<file path="config.mk">
export PLATFORM = sky130hd
export DESIGN_NAME = tga_truecolor_stream_decoder_core
export DESIGN_NICKNAME = d
export VERILOG_FILES = /design/src/hdl/tgad_pkg.sv /design/src/hdl/tga_truecolor_stream_decoder_core.sv
export SDC_FILE = /design/constraint.sdc
export NUM_CORES = 1
export LEC_CHECK = 0
export ABC_AREA = 1
export BUFFER_PORTS_ARGS = -buffer_cell sky130_fd_sc_hd__buf_2
export CAP_MARGIN = 20
export CORE_MARGIN = 2
export CORE_UTILIZATION = 67
export CTS_CLUSTER_SIZE = 12
export DETAILED_ROUTE_END_ITERATION = 6
export GPL_TIMING_DRIVEN = 1
export PLACE_DENSITY = 0.93
export SETUP_SLACK_MARGIN = 0.1
export SLEW_MARGIN = 20
export SYNTH_ARGS = -nofsm -noshare
export SYNTH_HDL_FRONTEND = slang
export SYNTH_SLANG_ARGS = --single-unit
export TNS_END_PERCENT = 100
</file>
<file path="constraint.sdc">
create_clock -name clk -period 11.7 [get_ports clk]
set_input_delay 1.17 -clock clk [delete_from_list [all_inputs] [get_ports clk]]
set_output_delay 1.17 -clock clk [all_outputs]
set_load 0.02 [all_outputs]
</file>
<file path="src/hdl/tgad_pkg.sv">
// shared types and constants for the tga truecolor stream decoder
package tgad_pkg;

	// result kinds as seen on the kind port
	typedef enum logic [1:0] {
		KIND_PIXEL     = 2'd0,
		KIND_HEADER    = 2'd1,
		KIND_BAD_TYPE  = 2'd2,
		KIND_BAD_DEPTH = 2'd3
	} kind_t;

	// parser phases, one-hot
	typedef enum logic [4:0] {
		PH_IDLE   = 5'b00001,
		PH_HEADER = 5'b00010,
		PH_SKIP   = 5'b00100,
		PH_PIXELS = 5'b01000,
		PH_DONE   = 5'b10000
	} phase_t;

	// header byte positions
	localparam logic [4:0] HIDX_ID_LEN   = 5'd0;
	localparam logic [4:0] HIDX_MAP_TYPE = 5'd1;
	localparam logic [4:0] HIDX_TYPE     = 5'd2;
	localparam logic [4:0] HIDX_WIDTH_LO = 5'd12;
	localparam logic [4:0] HIDX_WIDTH_HI = 5'd13;
	localparam logic [4:0] HIDX_HEIGHT_LO = 5'd14;
	localparam logic [4:0] HIDX_HEIGHT_HI = 5'd15;
	localparam logic [4:0] HIDX_DEPTH    = 5'd16;
	localparam logic [4:0] HIDX_LAST     = 5'd17;

	localparam logic [7:0] TYPE_TRUECOLOR = 8'd2;
	localparam logic [7:0] MAP_NONE       = 8'd0;
	localparam logic [7:0] DEPTH_RGB      = 8'd24;
	localparam logic [7:0] DEPTH_RGBA     = 8'd32;
	localparam logic [7:0] FULL_ALPHA     = 8'hFF;

	// parser state
	typedef struct packed {
		phase_t      phase;
		logic [4:0]  header_index;
		logic [7:0]  id_length;
		logic [7:0]  map_type;
		logic [7:0]  type_code;
		logic [15:0] width_value;
		logic [15:0] height_value;
		logic [7:0]  depth_value;
		logic        has_alpha;
		logic [7:0]  skip_left;
		logic [1:0]  byte_in_pixel;
		logic [23:0] pixel_bytes;
		logic [15:0] column;
		logic [15:0] row;
	} parse_t;

	// parser state after reset: idle, everything else cleared
	localparam parse_t PARSE_RESET = '{phase: PH_IDLE, default: '0};

	// one result item
	typedef struct packed {
		kind_t       kind;
		logic [7:0]  red;
		logic [7:0]  green;
		logic [7:0]  blue;
		logic [7:0]  alpha;
		logic [15:0] image_width;
		logic [15:0] image_height;
		logic        last;
	} result_t;

endpackage

</file>
<file path="src/hdl/tga_truecolor_stream_decoder_core.sv">
// top level of the tga uncompressed truecolor stream decoder
//
// byte-wide tga parser: takes one file byte per transfer on the input channel and
// can accept a byte in every clock cycle. a byte with start_of_file set restarts
// parsing as header byte 0. the 18-byte header gives one result (header accepted
// with width and height, or an unsupported type / depth error), then the id field
// is skipped and each 3 or 4 pixel bytes (b,g,r[,a]) give one rgba pixel result,
// with last set on the final pixel. when the output buffer is empty, a result
// appears on the output port in the cycle after the byte that completes it is
// accepted. results go through a two-entry output buffer, so input keeps flowing
// while a result waits on out_ready; in_ready drops only when both entries hold
// results. all per-byte work is one pass of counters and compares between the
// parser state registers and the output buffer.
module tga_truecolor_stream_decoder_core (
	input  logic        clk,
	input  logic        arst_n,
	input  logic        in_valid,
	output logic        in_ready,
	input  logic [7:0]  data_byte,
	input  logic        start_of_file,
	output logic        out_valid,
	input  logic        out_ready,
	output logic [1:0]  kind,
	output logic [7:0]  red,
	output logic [7:0]  green,
	output logic [7:0]  blue,
	output logic [7:0]  alpha,
	output logic [15:0] image_width,
	output logic [15:0] image_height,
	output logic        last
);

	tgad_pkg::parse_t  parse_q;
	tgad_pkg::parse_t  cur;
	tgad_pkg::parse_t  nxt;
	tgad_pkg::result_t res;
	logic              produce;

	// output buffer: head drives the ports, skid catches a result during a stall
	tgad_pkg::result_t head_q;
	tgad_pkg::result_t skid_q;
	logic              head_valid_q;
	logic              skid_valid_q;

	logic accept;
	logic push;
	logic pop;

	assign in_ready = ~skid_valid_q;
	assign accept   = in_valid & in_ready;
	assign push     = accept & produce;
	assign pop      = head_valid_q & out_ready;

	// per-byte parser step
	always_comb begin
		logic [16:0] col_inc;
		logic        empty;
		logic        is_last;
		logic [1:0]  need;

		cur = parse_q;
		if (start_of_file) begin
			// fresh file: clear everything, this byte is header byte 0
			cur = '0;
			cur.phase = tgad_pkg::PH_HEADER;
		end

		nxt     = cur;
		produce = 1'b0;
		res     = '0;
		res.kind = tgad_pkg::KIND_PIXEL;

		col_inc = {1'b0, cur.column} + 17'd1;
		empty   = (cur.width_value == 16'd0) || (cur.height_value == 16'd0);
		is_last = (cur.column == cur.width_value - 16'd1) &&
			(cur.row == cur.height_value - 16'd1);
		need    = cur.has_alpha ? 2'd3 : 2'd2;

		case (cur.phase)
			tgad_pkg::PH_HEADER: begin
				nxt.header_index = cur.header_index + 5'd1;
				case (cur.header_index)
					tgad_pkg::HIDX_ID_LEN:    nxt.id_length = data_byte;
					tgad_pkg::HIDX_MAP_TYPE:  nxt.map_type = data_byte;
					tgad_pkg::HIDX_TYPE:      nxt.type_code = data_byte;
					tgad_pkg::HIDX_WIDTH_LO:  nxt.width_value[7:0] = data_byte;
					tgad_pkg::HIDX_WIDTH_HI:  nxt.width_value[15:8] = data_byte;
					tgad_pkg::HIDX_HEIGHT_LO: nxt.height_value[7:0] = data_byte;
					tgad_pkg::HIDX_HEIGHT_HI: nxt.height_value[15:8] = data_byte;
					tgad_pkg::HIDX_DEPTH:     nxt.depth_value = data_byte;
					default: ;
				endcase
				if (cur.header_index == tgad_pkg::HIDX_LAST) begin
					produce = 1'b1;
					if (cur.type_code != tgad_pkg::TYPE_TRUECOLOR ||
						cur.map_type != tgad_pkg::MAP_NONE) begin
						// type check wins when both are wrong
						nxt.phase = tgad_pkg::PH_DONE;
						res.kind  = tgad_pkg::KIND_BAD_TYPE;
						res.last  = 1'b1;
					end else if (!(cur.depth_value inside
						{tgad_pkg::DEPTH_RGB, tgad_pkg::DEPTH_RGBA})) begin
						nxt.phase = tgad_pkg::PH_DONE;
						res.kind  = tgad_pkg::KIND_BAD_DEPTH;
						res.last  = 1'b1;
					end else begin
						nxt.has_alpha = (cur.depth_value == tgad_pkg::DEPTH_RGBA);
						if (empty) begin
							nxt.phase = tgad_pkg::PH_DONE;
						end else if (cur.id_length != 8'd0) begin
							nxt.skip_left = cur.id_length;
							nxt.phase     = tgad_pkg::PH_SKIP;
						end else begin
							nxt.phase = tgad_pkg::PH_PIXELS;
						end
						res.kind         = tgad_pkg::KIND_HEADER;
						res.image_width  = cur.width_value;
						res.image_height = cur.height_value;
						res.last         = empty;
					end
				end
			end
			tgad_pkg::PH_SKIP: begin
				nxt.skip_left = cur.skip_left - 8'd1;
				if (cur.skip_left == 8'd1) begin
					nxt.phase = tgad_pkg::PH_PIXELS;
				end
			end
			tgad_pkg::PH_PIXELS: begin
				if (cur.byte_in_pixel < need) begin
					// gather b, g and (for 32-bit) r
					case (cur.byte_in_pixel)
						2'd0:    nxt.pixel_bytes[7:0]   = data_byte;
						2'd1:    nxt.pixel_bytes[15:8]  = data_byte;
						default: nxt.pixel_bytes[23:16] = data_byte;
					endcase
					nxt.byte_in_pixel = cur.byte_in_pixel + 2'd1;
				end else begin
					produce   = 1'b1;
					res.kind  = tgad_pkg::KIND_PIXEL;
					res.blue  = cur.pixel_bytes[7:0];
					res.green = cur.pixel_bytes[15:8];
					if (cur.has_alpha) begin
						res.red   = cur.pixel_bytes[23:16];
						res.alpha = data_byte;
					end else begin
						res.red   = data_byte;
						res.alpha = tgad_pkg::FULL_ALPHA;
					end
					res.last          = is_last;
					nxt.pixel_bytes   = '0;
					nxt.byte_in_pixel = 2'd0;
					// raster position, column wraps at the image width
					if (col_inc >= {1'b0, cur.width_value}) begin
						nxt.column = 16'd0;
						nxt.row    = cur.row + 16'd1;
					end else begin
						nxt.column = col_inc[15:0];
					end
					if (is_last) begin
						nxt.phase = tgad_pkg::PH_DONE;
					end
				end
			end
			default: ; // idle and done ignore bytes until the next start
		endcase
	end

	// parser state
	always_ff @(posedge clk or negedge arst_n) begin
		if (!arst_n) begin
			parse_q <= tgad_pkg::PARSE_RESET;
		end else if (accept) begin
			parse_q <= nxt;
		end
	end

	// output buffer control
	always_ff @(posedge clk or negedge arst_n) begin
		if (!arst_n) begin
			head_valid_q <= 1'b0;
			skid_valid_q <= 1'b0;
		end else if (pop) begin
			if (skid_valid_q) begin
				skid_valid_q <= push;
			end else begin
				head_valid_q <= push;
			end
		end else if (push) begin
			if (head_valid_q) begin
				skid_valid_q <= 1'b1;
			end else begin
				head_valid_q <= 1'b1;
			end
		end
	end

	// output buffer payload
	always_ff @(posedge clk) begin
		if (pop) begin
			if (skid_valid_q) begin
				head_q <= skid_q;
				if (push) begin
					skid_q <= res;
				end
			end else if (push) begin
				head_q <= res;
			end
		end else if (push) begin
			if (head_valid_q) begin
				skid_q <= res;
			end else begin
				head_q <= res;
			end
		end
	end

	assign out_valid    = head_valid_q;
	assign kind         = head_q.kind;
	assign red          = head_q.red;
	assign green        = head_q.green;
	assign blue         = head_q.blue;
	assign alpha        = head_q.alpha;
	assign image_width  = head_q.image_width;
	assign image_height = head_q.image_height;
	assign last         = head_q.last;

endmodule

</file>
**Word-level counts from Yosys, hierarchy flattened**

Cells that the tools add are included.
Widths: inputs -> output; s select.

- Add/sub/neg operators: 7
- Order comparisons: 2
- Equal/unequal tests: 21
- Mux-type cells: 69
- Bitwise logic cells: 4
- Reduce and logical (&&, ||, !) cells: 18

Operators by type and width:

| cell | count |
|---|---|
| $mux 67 | 9 |
| $mux 32 | 6 |
| $mux 141 | 1 |
| $mux 8 | 15 |
| $mux 70 | 1 |
| $mux 58 | 1 |
| $mux 5 | 7 |
| $mux 33 | 1 |
| $eq 16x16->1 | 2 |
| $logic_not 16->1 | 2 |
| $mux 16 | 2 |
| $sub 16x1->16 const B | 2 |
| $mux 9 | 3 |
| $mux 26 | 1 |
| $eq 5x4->1 const B | 5 |
| $add 16x1->17 const B | 1 |
| $ge 17x16->1 | 1 |
| $add 16x1->16 const B | 1 |
| $pmux 8 s2 | 1 |
| $reduce_bool 8->1 | 2 |
| $pmux 5 s3 | 1 |
| $mux 1 | 13 |
| $eq 5x2->1 const B | 2 |
| $eq 5x5->1 const B | 2 |
| other kinds (27) | 39 |

- Bits in registers: 277
- Input bits: 13
- Output and inout bits: 69

**Longest topological paths before layout**

- Depth after elaboration: 10
- Mapped depth: 27
- Depth with buffers taken out: 23

**Least setup slack after synthesis**

Ideal clock, no wire load.

- Path kind: input -> register
- Start: in start_of_file
- End: reg head_q, in the netlist alpha[0] (enable)
- Setup time: 0.521 ns
- Arrival: 6.312 ns
- Data required time: 11.179 ns
- Slack: 4.867 ns
- Cell stages on the path: 14
- Path through: buf_4 buf_2 buf_2 buf_1 nor2_1 ha_1 inv_1 nor3_2 inv_2 nor2_1 inv_1 a21oi_1 inv_1 a22oi_1

- Longest elaborated chain between the ends: 8
- Elaborated cells between the ends (all ways): 13
- Classes of those cells: order compare (1); eq/ne (3); mux (5); bitwise (1); reduce/logical (3)

RTL lines:

| item | RTL line | text |
|---|---|---|
| start, declared | tga_truecolor_stream_decoder_core.sv:20 | `input logic start_of_file,` |
| $mux 141 (*) | tga_truecolor_stream_decoder_core.sv:62 | `if (start_of_file) begin` |
| $mux 1 | tga_truecolor_stream_decoder_core.sv:77 | `need = cur.has_alpha ? 2'd3 : 2'd2;` |
| $lt 2x2->1 | tga_truecolor_stream_decoder_core.sv:130 | `if (cur.byte_in_pixel < need) begin` |
| $mux 1 | tga_truecolor_stream_decoder_core.sv:130 |  |
| $pmux 1 s2 (*) | tga_truecolor_stream_decoder_core.sv:79 | `case (cur.phase)` |
| $and 1x1->1 (*) | tga_truecolor_stream_decoder_core.sv:51 | `assign push = accept & produce;` |
| $reduce_bool 2->1 (no source line) | -- |  |
| $reduce_and 3->1 (no source line) (*) | -- |  |
| end signal, assigned | tga_truecolor_stream_decoder_core.sv:202 | `head_q <= skid_q;` |
| end signal, assigned | tga_truecolor_stream_decoder_core.sv:207 | `head_q <= res;` |
| end signal, assigned | tga_truecolor_stream_decoder_core.sv:213 | `head_q <= res;` |
| end, declared | tga_truecolor_stream_decoder_core.sv:40 | `tgad_pkg::result_t head_q;` |

Every way passes the cells marked *; elsewhere a longest branch is shown, timed or not.
A chain may end at the register's enable or synchronous reset.

**Worst setup path after layout**

- Start: in start_of_file
- End: reg skid_q[19] in the netlist's numbering (enable)

- Longest elaborated chain between the ends: 7
- Elaborated cells between the ends (all ways): 11
- Classes of those cells: order compare (1); eq/ne (3); mux (5); bitwise (1); reduce/logical (1)

RTL lines:

| item | RTL line | text |
|---|---|---|
| $mux 141 (*) | tga_truecolor_stream_decoder_core.sv:62 |  |
| $mux 1 | tga_truecolor_stream_decoder_core.sv:77 |  |
| $lt 2x2->1 | tga_truecolor_stream_decoder_core.sv:130 |  |
| $mux 1 | tga_truecolor_stream_decoder_core.sv:130 |  |
| $pmux 1 s2 (*) | tga_truecolor_stream_decoder_core.sv:79 |  |
| $and 1x1->1 (*) | tga_truecolor_stream_decoder_core.sv:51 |  |
| $reduce_and 3->1 (no source line) (*) | -- |  |
| end signal, assigned | tga_truecolor_stream_decoder_core.sv:204 | `skid_q <= res;` |
| end signal, assigned | tga_truecolor_stream_decoder_core.sv:211 | `skid_q <= res;` |
| end, declared | tga_truecolor_stream_decoder_core.sv:41 | `tgad_pkg::result_t skid_q;` |

Marked as above.

==> metrics.yaml <==
status: "completed"
synth_ff_type: "dfrtp_1"
hold_viol_final: 0
p_leak_nw: 7.93
seq_area_frac_synth_pct: 48.1
synth_top_cell_by_area: "edfxtp_1"
worstSetupPathType: "in -> reg"
critical_path.top_delay_family: "buffers and inverters"
fin_setup_tns_ps: 0
tightest_slew_ps: 1070
skew_ps: 23.7
synth_commonest_cells: "nand2_1 (603), inv_1 (206), nor2_1 (189), dfrtp_1 (142), edfxtp_1 (134)"
wl_um: 43500
postSynthAreaPerCell_sq_um: 7.98
die_area_sq_um: 24800
r2r_slack_ps: 7310
vias_per_cell: 6.13
p_int_w: 0.00155
path_clk_slew_ps: 60
syn-num-nets: 2021
drt_iter0_drc: 1786
p_sw_w: 0.000467
synth-edff-count: 134
setup_ws_ps: 6740
port_buffers: 81
synth_area_sq_um: 15800
yosys.area.top_type_share_pct: 25.5
finalMaxSlewViolations: 0
cts_tree: "yes"
post-cts-setup-buffers: 0
hold_buffers: 0
maxCapViolCount: 0
timing.rr.start: "parse_q[16]"
cts-root-buf: "clkbuf_16"
power_w: 0.00202
drc_errors: 0
layout-drive-gt1-share_pct: 10.4
critical_path.max_fanout: 74
peakVddDrop_mv: 0.109
drtPass1Iterations: 7
cp-start-kind: "primary input"
power_frac_seq_pct: 50.3
combinationalPowerShare_pct: 5.2
sw_frac_of_total_pct: 23.2
slew_headroom_pct: 28.5
diodes: 0
core-area_sq_um: 23300
synth_warnings: 0
required_ps: 11880
cp_num_cells: 13
dp_slack_ps: 6270
finalCritPeriodShare_pct: 42.4
antenna_found_initial: 0
cts_resized: 0
path_cells: "buf_2 > buf_4 > nor2_1 > nor2_1 > inv_1 > nor3_4 > inv_2 > nor2_1 > inv_1 > a21oi_1 > inv_1 > nor2_4 > buf_4"
cp-end-kind: "flip-flop"
r2r_cells: 21
hold_class: "reg -> reg"
wire_per_inst_um: 18.4
grt_setup_unrepaired: "false"
fmax_ghz: 0.202
die_h_um: 158
crit_path_end: "skid_q[19]"
area_delta_synth_final_pct: 8.92
dp_hpwl_um: 28900
ys_seq_elements: 277
cp-startpoint: "start_of_file"
placed_cell_area_sq_um: 16300
synth.area.top_cells: "edfxtp_1 (25%), dfrtp_1 (23%), nand2_1 (14%)"
setup_violations: 0
grt_max_degree: 99
crit_buf_inv: 7
grt_pass1_wl_um: 69700
ys_types: 46
power.density_nw_per_um2: 117
clkSinkCount: 277
die_w_um: 158
vias: 14452
arrival_ps: 5140
grt_pass1_vias: 13786
finalCriticalPeriod_ps: 4960
htreeDepth: 1
cts_buffers: 29
num_rows: 56
synth.most_common_cell: "nand2_1"
antenna_left: 0
initial_core_util_pct: 67.7
max_stage_delay_ps: 740
r2r-end: "parse_q[16]"
ios: 82
fin_area_sq_um: 17200
nets: 2057
power_frac_clock_pct: 44.5
overflow: 0
syn_inst: 1979
crit_slowest_cell: "buf_4"
routabilityCongestion: 0.989
clk_latency_ps: 570
holdWs_ps: 486
async_reset_ff_share_pct: 51.6
clk_path_buf_depth: 3
grt_usage_pct: 35.5
cells in the final DEF (no fill, tap or decap), drive strengths merged, types with 2 or more instances in the layout:
cell type  count
buf           92
o22ai         20
clkbuf        44
nor4           4
a31oi          5
a22oi         14
a21oi         99
o211ai        46
xnor2          7
nor3          23
a211oi         8
nand3        104
dfrtp        142
o21ai        128
bufinv         2
clkinv        12
nand4         26
nand2        613
xor2          24
ha            29
edfxtp       134
inv          214
nand3b         6
nor2         233
cell type report:
| type | count | area [sq um] |
|---|---|---|
| flip-flops and latches | 277 | 7600 |
| clock buffers | 44 | 792 |
| repair buffers | 92 | 494 |
| inverters | 218 | 821 |
| multi-input cells | 1397 | 6980 |
| clock inverters | 10 | 114 |
| well taps | 319 | 399 |
| fillers | 1625 | 6130 |
registers in the layout (all words and copies together), names as in the netlist:
register	count
parse_q	141
skid_q	67
image_height	16
image_width	16
alpha	8
blue	8
green	8
red	8
kind	2
last	1
out_valid	1
skid_valid_q	1
logic make-up after synthesis:
group / Yosys count / share of synthesized area (%)
compound gates: 326 / 11.7
xor+xnor: 32 / 1.86
fa+ha+maj: 29 / 2.30
buf+inv: 305 / 7.84
flops: 277 / 48.1
simple gates: 1010 / 28.1
worst min path at each step:
| stage | start | slack, ps | end | cells after the start |
|---|---|---|---|---|
| floorplan | parse_q[139] | 450 | parse_q[139] | 2 |
| global placement | parse_q[126] | 460 | parse_q[126] | 2 |
| detailed placement | parse_q[121] | 470 | parse_q[121] | 2 |
| CTS | parse_q[121] | 480 | parse_q[121] | 2 |
| global route | parse_q[113] | 520 | parse_q[113] | 2 |
| finish | parse_q[114] | 490 | parse_q[114] | 2 |
worst reg2reg max path, stage by stage, from the launching register on:
cell and delay, ps:
dfrtp_1 360, inv_1 70, nor2_1 210, ha_1 250, inv_1 60, nor3_2 200
nand2_1 130, nor2_2 140, nand4_1 120, nor2_2 170, xor2_1 210, inv_1 60
ha_1 310, inv_1 80, nor3_1 50, a211oi_1 170, nand2_1 80, a21oi_1 130
nand2_1 300, nor2_1 850, o21ai_0 180, o22ai_1 150
metal layers:
metal  global-route usage, %  wire length [um]  part of all wire (%)  vias to the layer above
li1                        -                 -                     -                     6578
met1                    45.6             16300                    38                     6751
met2                    58.7             20500                    47                      950
met3                    7.90              4860                    11                      173
met4                    14.2              1790                   4.1                        0
met5                       0                 0                     0                        -
power groups by stage:
stage	Clock [W]	Combinational (W)	Sequential (W)
global placement	0	0.0000990	0.00103
detailed placement	0	0.000101	0.00103
global route	0.000934	0.000115	0.00101
floorplan	0	0.0000654	0.00103
CTS	0.000895	0.000102	0.00101
finish	0.000898	0.000106	0.00101
stage by stage:
stage / instances / utilization [%]
after floorplan: 1979 / -
after global placement: 2303 / 69.8
after detailed placement: 2303 / 69.8
after global routing: 2357 / 73.7
after CTS: 2357 / 73.7
final: 2357 / 73.7
No activity file was read; power rests on OpenSTA's default activity.
